==> src/sv/aoc_pkg.sv <==
// ----------------------------------------------------------------------------
// aoc_pkg
// Types, widths and constants shared by the alpha-over composite block.
// ----------------------------------------------------------------------------
package aoc_pkg;

   localparam int ChanW  = 8;
   localparam int DenW   = 16;
   localparam int NumW   = 25;
   localparam int QuoW   = 9;
   localparam int NumChan = 3;

   localparam logic [ChanW-1:0] ChanMax = 8'd255;

   // Reciprocal of 255 for a 16-bit dividend: floor(x*257/65536) with correction.
   localparam logic [8:0] Recip255 = 9'd257;

   typedef struct packed {
      logic [NumW-1:0]  rem;
      logic [DenW-1:0]  den;
      logic [QuoW-1:0]  quo;
      logic [ChanW-1:0] alpha;
      logic             zero;
   } lane_type;

   // Floor division of a 16-bit value by 255, saturated at 255.
   function automatic logic [ChanW-1:0] div255(input logic [DenW-1:0] x);
      logic [24:0]      prod;
      logic [8:0]       q;
      logic [DenW:0]    back;
      prod = 25'(x) * 25'(Recip255);
      q = prod[24:16];
      back = 17'(q) * 17'(ChanMax);
      if (17'(x) < back) begin
         q = q - 9'd1;
      end else if (17'(x) - back >= 17'(ChanMax)) begin
         q = q + 9'd1;
      end
      div255 = (q > 9'(ChanMax)) ? ChanMax : q[ChanW-1:0];
   endfunction

endpackage

==> src/sv/aoc_cell.sv <==
// ----------------------------------------------------------------------------
// aoc_cell
// One restoring-division cell: decides one quotient bit for all three color
// lanes and hands the partial remainders to the next cell.
// ----------------------------------------------------------------------------
module aoc_cell #(
   parameter int Bit = 0
) (
   input  logic                 clock,
   input  logic                 reset,
   input  logic                 adv,
   input  logic                 valid_in,
   input  aoc_pkg::lane_type    lane_in [aoc_pkg::NumChan],
   output logic                 valid_ff,
   output aoc_pkg::lane_type    lane_ff [aoc_pkg::NumChan]
);

   aoc_pkg::lane_type lane_in_c [aoc_pkg::NumChan];
   logic              valid_in_c;

   always_comb begin
      valid_in_c = valid_in;
      for (int i = 0; i < aoc_pkg::NumChan; i++) begin
         lane_in_c[i] = lane_in[i];
         if ((aoc_pkg::NumW'(lane_in[i].den) << Bit) <= lane_in[i].rem &&
             (lane_in[i].den >> (aoc_pkg::NumW - Bit)) == '0) begin
            lane_in_c[i].rem = lane_in[i].rem - (aoc_pkg::NumW'(lane_in[i].den) << Bit);
            lane_in_c[i].quo[Bit] = 1'b1;
         end
      end
   end

   always_ff @(posedge clock) begin
      if (reset) begin
         valid_ff <= 1'b0;
      end else if (adv) begin
         valid_ff <= valid_in_c;
      end
   end

   always_ff @(posedge clock) begin
      if (adv) begin
         lane_ff <= lane_in_c;
      end
   end

endmodule

==> src/sv/alpha_over_composite_top.sv <==
// ----------------------------------------------------------------------------
// alpha_over_composite_top
// Porter-Duff over composite of two straight-alpha RGBA8888 pixels.
// ----------------------------------------------------------------------------
// One pixel is taken per clock while the result side does not stall. The pipeline
// is the product register, the numerator register, a row of nine division cells,
// one quotient bit each, and an output register. A stall on the result side holds the whole pipeline.
module alpha_over_composite_top (
   input  logic       clock,
   input  logic       reset,
   input  logic       req_valid,
   output logic       req_stall,
   input  logic [7:0] req_top_red,
   input  logic [7:0] req_top_green,
   input  logic [7:0] req_top_blue,
   input  logic [7:0] req_top_alpha,
   input  logic [7:0] req_bottom_red,
   input  logic [7:0] req_bottom_green,
   input  logic [7:0] req_bottom_blue,
   input  logic [7:0] req_bottom_alpha,
   output logic       rsp_valid,
   input  logic       rsp_stall,
   output logic [7:0] rsp_out_red,
   output logic [7:0] rsp_out_green,
   output logic [7:0] rsp_out_blue,
   output logic [7:0] rsp_out_alpha
);

   localparam int NC = aoc_pkg::NumChan;
   localparam int QW = aoc_pkg::QuoW;

   logic adv;
   assign adv = !rsp_valid || !rsp_stall;
   assign req_stall = !adv;

   // Stage 1: per-pixel products.
   logic        s1_valid_ff;
   logic [7:0]  s1_tc_ff [NC];
   logic [7:0]  s1_bc_ff [NC];
   logic [15:0] s1_tw_ff;
   logic [15:0] s1_bw_ff;
   logic [15:0] s1_den_ff;

   logic [7:0]  inv_a;
   logic [15:0] tw_in, bw_in;
   assign inv_a = aoc_pkg::ChanMax - req_top_alpha;
   assign tw_in = 16'(req_top_alpha) * 16'(aoc_pkg::ChanMax);
   assign bw_in = 16'(req_bottom_alpha) * 16'(inv_a);

   always_ff @(posedge clock) begin
      if (reset) begin
         s1_valid_ff <= 1'b0;
      end else if (adv) begin
         s1_valid_ff <= req_valid;
      end
   end

   always_ff @(posedge clock) begin
      if (adv) begin
         s1_tc_ff[0] <= req_top_red;
         s1_tc_ff[1] <= req_top_green;
         s1_tc_ff[2] <= req_top_blue;
         s1_bc_ff[0] <= req_bottom_red;
         s1_bc_ff[1] <= req_bottom_green;
         s1_bc_ff[2] <= req_bottom_blue;
         s1_tw_ff    <= tw_in;
         s1_bw_ff    <= bw_in;
         s1_den_ff   <= tw_in + bw_in;
      end
   end

   // Stage 2: numerators and output alpha.
   logic              s2_valid_ff;
   aoc_pkg::lane_type s2_lane_ff [NC];
   aoc_pkg::lane_type s2_lane_in [NC];

   always_comb begin
      for (int i = 0; i < NC; i++) begin
         s2_lane_in[i].rem   = 25'(24'(s1_tc_ff[i]) * 24'(s1_tw_ff))
                             + 25'(24'(s1_bc_ff[i]) * 24'(s1_bw_ff));
         s2_lane_in[i].den   = s1_den_ff;
         s2_lane_in[i].quo   = '0;
         s2_lane_in[i].alpha = aoc_pkg::div255(s1_den_ff);
         s2_lane_in[i].zero  = (s1_den_ff == '0);
      end
   end

   always_ff @(posedge clock) begin
      if (reset) begin
         s2_valid_ff <= 1'b0;
      end else if (adv) begin
         s2_valid_ff <= s1_valid_ff;
      end
   end

   always_ff @(posedge clock) begin
      if (adv) begin
         s2_lane_ff <= s2_lane_in;
      end
   end

   // Division cell chain, most significant quotient bit first.
   logic              cv [QW+1];
   aoc_pkg::lane_type cl [QW+1][NC];

   assign cv[0] = s2_valid_ff;
   assign cl[0] = s2_lane_ff;

   for (genvar g = 0; g < QW; g++) begin : g_cell
      aoc_cell #(.Bit(QW - 1 - g)) u_cell (
         .clock    (clock),
         .reset    (reset),
         .adv      (adv),
         .valid_in (cv[g]),
         .lane_in  (cl[g]),
         .valid_ff (cv[g+1]),
         .lane_ff  (cl[g+1])
      );
   end

   // Output register.
   logic [7:0] chan_in [NC];
   logic [7:0] chan_ff [NC];
   logic [7:0] alpha_ff;

   always_comb begin
      for (int i = 0; i < NC; i++) begin
         if (cl[QW][i].zero) begin
            chan_in[i] = '0;
         end else if (cl[QW][i].quo > QW'(aoc_pkg::ChanMax)) begin
            chan_in[i] = aoc_pkg::ChanMax;
         end else begin
            chan_in[i] = cl[QW][i].quo[7:0];
         end
      end
   end

   always_ff @(posedge clock) begin
      if (reset) begin
         rsp_valid <= 1'b0;
      end else if (adv) begin
         rsp_valid <= cv[QW];
      end
   end

   always_ff @(posedge clock) begin
      if (adv) begin
         chan_ff  <= chan_in;
         alpha_ff <= cl[QW][0].alpha;
      end
   end

   assign rsp_out_red   = chan_ff[0];
   assign rsp_out_green = chan_ff[1];
   assign rsp_out_blue  = chan_ff[2];
   assign rsp_out_alpha = alpha_ff;

endmodule

==> config.mk <==
export PLATFORM = sky130hd
export DESIGN_NAME = alpha_over_composite_top
export DESIGN_NICKNAME = d
export VERILOG_FILES = /design/src/sv/aoc_pkg.sv /design/src/sv/aoc_cell.sv /design/src/sv/alpha_over_composite_top.sv
export SDC_FILE = /design/constraint.sdc
export NUM_CORES = 2
export LEC_CHECK = 0
export BUFFER_PORTS_ARGS = -buffer_cell sky130_fd_sc_hd__clkbuf_2
export CAP_MARGIN = 20
export CORE_ASPECT_RATIO = 0.9
export CORE_UTILIZATION = 65
export CTS_CLUSTER_DIAMETER = 200
export CTS_CLUSTER_SIZE = 16
export DETAILED_ROUTE_END_ITERATION = 12
export PLACE_DENSITY = 0.84
export SYNTH_ARGS = -nofsm -noshare
export SYNTH_HDL_FRONTEND = slang
export SYNTH_HIERARCHICAL = 1
export SYNTH_SLANG_ARGS = --single-unit
==> constraint.sdc <==
create_clock -name clock -period 88.2 [get_ports clock]
set_input_delay 0 -clock clock [delete_from_list [all_inputs] [get_ports clock]]
set_output_delay 0 -clock clock [all_outputs]
set_load 0.02 [all_outputs]
==> impl_metrics.json <==
{
  "status": "finished clean",
  "synthCells": 9762,
  "clkSlewWorstSetupHoldPaths_ns": 0.08,
  "register_area_um2": 46900,
  "multi_input_comb_area_um2": 55500,
  "io_buffer_count": 101,
  "dieHeight_um": 390,
  "finish.net_count": 11500,
  "i_o_pin_total": 102,
  "row_count": 141,
  "detail_route.wl_per_cell_um": 19.1,
  "gr-usage-all-layers": 0.275,
  "globalRoute.totalOverflow": 0,
  "dieArea_um2": 169000,
  "rsz_0062_raised_after_global_routing": "no",
  "drtAntennaViolNets": 0,
  "cp.required_ns": 88.67,
  "timing.final.hold_violations": 0,
  "ctsLongestPathBuffers": 3,
  "timing.max_cap.violations": 0,
  "clock_skew_ns": 0.0372,
  "critical_path.endpoint_type": "flip-flop",
  "class_of_the_most_critical_setup_path": "flip-flop to flip-flop",
  "cts_root_buf": "sky130_fd_sc_hd__clkbuf_16",
  "hold-path-cell-count": 2,
  "post-dp-hpwl_mm": 172,
  "die-width_um": 433,
  "drtPass1Iterations": 6,
  "period_share": 0.121,
  "total_clock_buffers_created_by_cts": 107,
  "setup-violations-final": 0,
  "critPathLaunchType": "flip-flop",
  "wirelength_mm": 231,
  "first_global_vias": 72700,
  "synth_area_um2": 109000,
  "post_synth.cell_area_avg_um2": 11.1,
  "nFillCells": 11600,
  "setup_slack_ns": 77.53,
  "timing.critical_path.slowest_stage_cell": "sky130_fd_sc_hd__xnor2_1",
  "vias": 72200,
  "tritoncts": "done",
  "drt_drc_violations_left": 0,
  "via_per_inst": 5.97,
  "initial_utilization": 0.658,
  "clkLatencyLatePin_ns": 0.75,
  "setup-tns-final_ns": 0,
  "fmax_mhz": 93.7,
  "r2r-end": "cl[1657]$_SDFFCE_PN1N_",
  "detailedRoute.firstIterationViolations": 6221,
  "number_of_antenna_violations_at_the_first_check_in_global_routing": 0,
  "area_of_the_core_region_um2": 165000,
  "max_slew_margin": 0.189,
  "post_route_cells_drive_above_1_share": 0.0516,
  "place_congestion": 0.955,
  "crit_path_max_fanout": 12,
  "maximum_single_stage_delay_on_the_critical_path_ns": 0.73,
  "reg2reg_depth": 35,
  "holdPathEnd": "s1_tc_ff[0][16]$_DFFE_PN_",
  "number_of_instances_resized_during_post_cts_repair": 0,
  "synthesis.yosys.warnings": 6,
  "worst_slew_pin_slew_ns": 1.22,
  "grt_start_max_net_pins": 185,
  "report.final.slew_viol_count": 0,
  "numClockSinks": 1566,
  "period_needed_ns": 10.67,
  "flow.area_growth_from_synthesis_pct": 5.97,
  "layout.cells.most_common": "sky130_fd_sc_hd__edfxtp_1",
  "rr_startpoint": "s1_den_ff[12]$_DFFE_PN_",
  "leading_cell_types_in_the_layout_fill_and_taps_excluded": "sky130_fd_sc_hd__edfxtp_1 (1554), sky130_fd_sc_hd__inv_1 (1369), sky130_fd_sc_hd__nand2_1 (936), sky130_fd_sc_hd__ha_1 (821), sky130_fd_sc_hd__fa_1 (746)",
  "timing.reg2reg.setup_slack_ns": 77.53,
  "hold_wc_path_type": "primary input to flip-flop",
  "dpl_worst_slack_ns": 77.50,
  "timing.hold.worst.start": "req_top_blue[0]",
  "grt_pass1_wl_mm": 371,
  "crit_arrival_ns": 11.14,
  "htree_num_levels": 3
}
## state kept, by name, indices dropped and copies added, names as in the netlist, 9 cells and up
register / flops
s1_den_ff: 16
s1_bw_ff: 16
s1_tw_ff: 16
s1_tc_ff: 24
g_cell.u_cell/valid_ff: 9
s1_bc_ff: 24
g_cell.u_cell/lane_ff: 1326
cl: 100
## how the worst max path moves through the flow
| stage | startpoint | endpoint | depth (start not counted) |
|---|---|---|---|
| after global routing | s1_den_ff[12]$_DFFE_PN_ | cl[1654]$_SDFFCE_PN1N_ | 35 |
| final | s1_den_ff[12]$_DFFE_PN_ | cl[1657]$_SDFFCE_PN1N_ | 35 |
| after detailed placement | s1_den_ff[12]$_DFFE_PN_ | cl[1657]$_SDFFCE_PN1N_ | 35 |
| after CTS | s1_den_ff[12]$_DFFE_PN_ | cl[1654]$_SDFFCE_PN1N_ | 35 |
| after floorplan | rsp_valid$_SDFFE_PP0N_ | s1_valid_ff$_SDFFE_PP0N_ | 4 |
| after global placement | s1_den_ff[12]$_DFFE_PN_ | cl[1657]$_SDFFCE_PN1N_ | 35 |
## critical path, delay by kind of cell, from the launching register on
family,cells,cell delay (ns)
and+or+nand+nor,7,1.46
DFF,1,0.72
buffers and inverters,5,0.63
AOI/OAI and AO/OA,11,2.70
xor gates and xnor gates,3,1.12
adders and majority gates,9,3.78
## metrics by stage
step / cell area (µm²) / instances / utilization / hold WS [ns]
after global placement: 111000 / 11900 / 0.674 / 0.177
after floorplan: 109000 / 9788 / - / 0.0691
final: 115000 / 12100 / 0.697 / 0.0545
after CTS: 115000 / 12100 / 0.697 / 0.00767
after global routing: 115000 / 12100 / 0.697 / 0.0204
after detailed placement: 111000 / 11900 / 0.674 / 0.179
## layer usage
layer  track usage  vias up  part of all wire  wire, µm
li1              -    33700                 -         -
met1         0.361    35100              0.41     94900
met2         0.462     2857              0.48    110000
met3        0.0312      614             0.061     14200
met4         0.126        0             0.049     11400
met5             0        -                 0         0
## final cells by class
| cell class | instances | area share |
|---|---|---|
| tap | 2216 | 0.0241 |
| antenna | 2 | 0.0000435 |
| multi-input combinational | 6579 | 0.482 |
| timing repair buffer | 242 | 0.0165 |
| clock buffer | 124 | 0.0240 |
| sequential | 1566 | 0.407 |
| inverter | 1370 | 0.0447 |
| clock inverter | 7 | 0.00148 |
## what timing repair did
item | in CTS | in global routing
setup buffers | 0 | 0
hold buffers | 87 | 0
endpoints found under the hold margin | 63 | 0
Power is not shown: default switching activity piles up to over one toggle a cycle in this logic, so the estimate is an artifact.
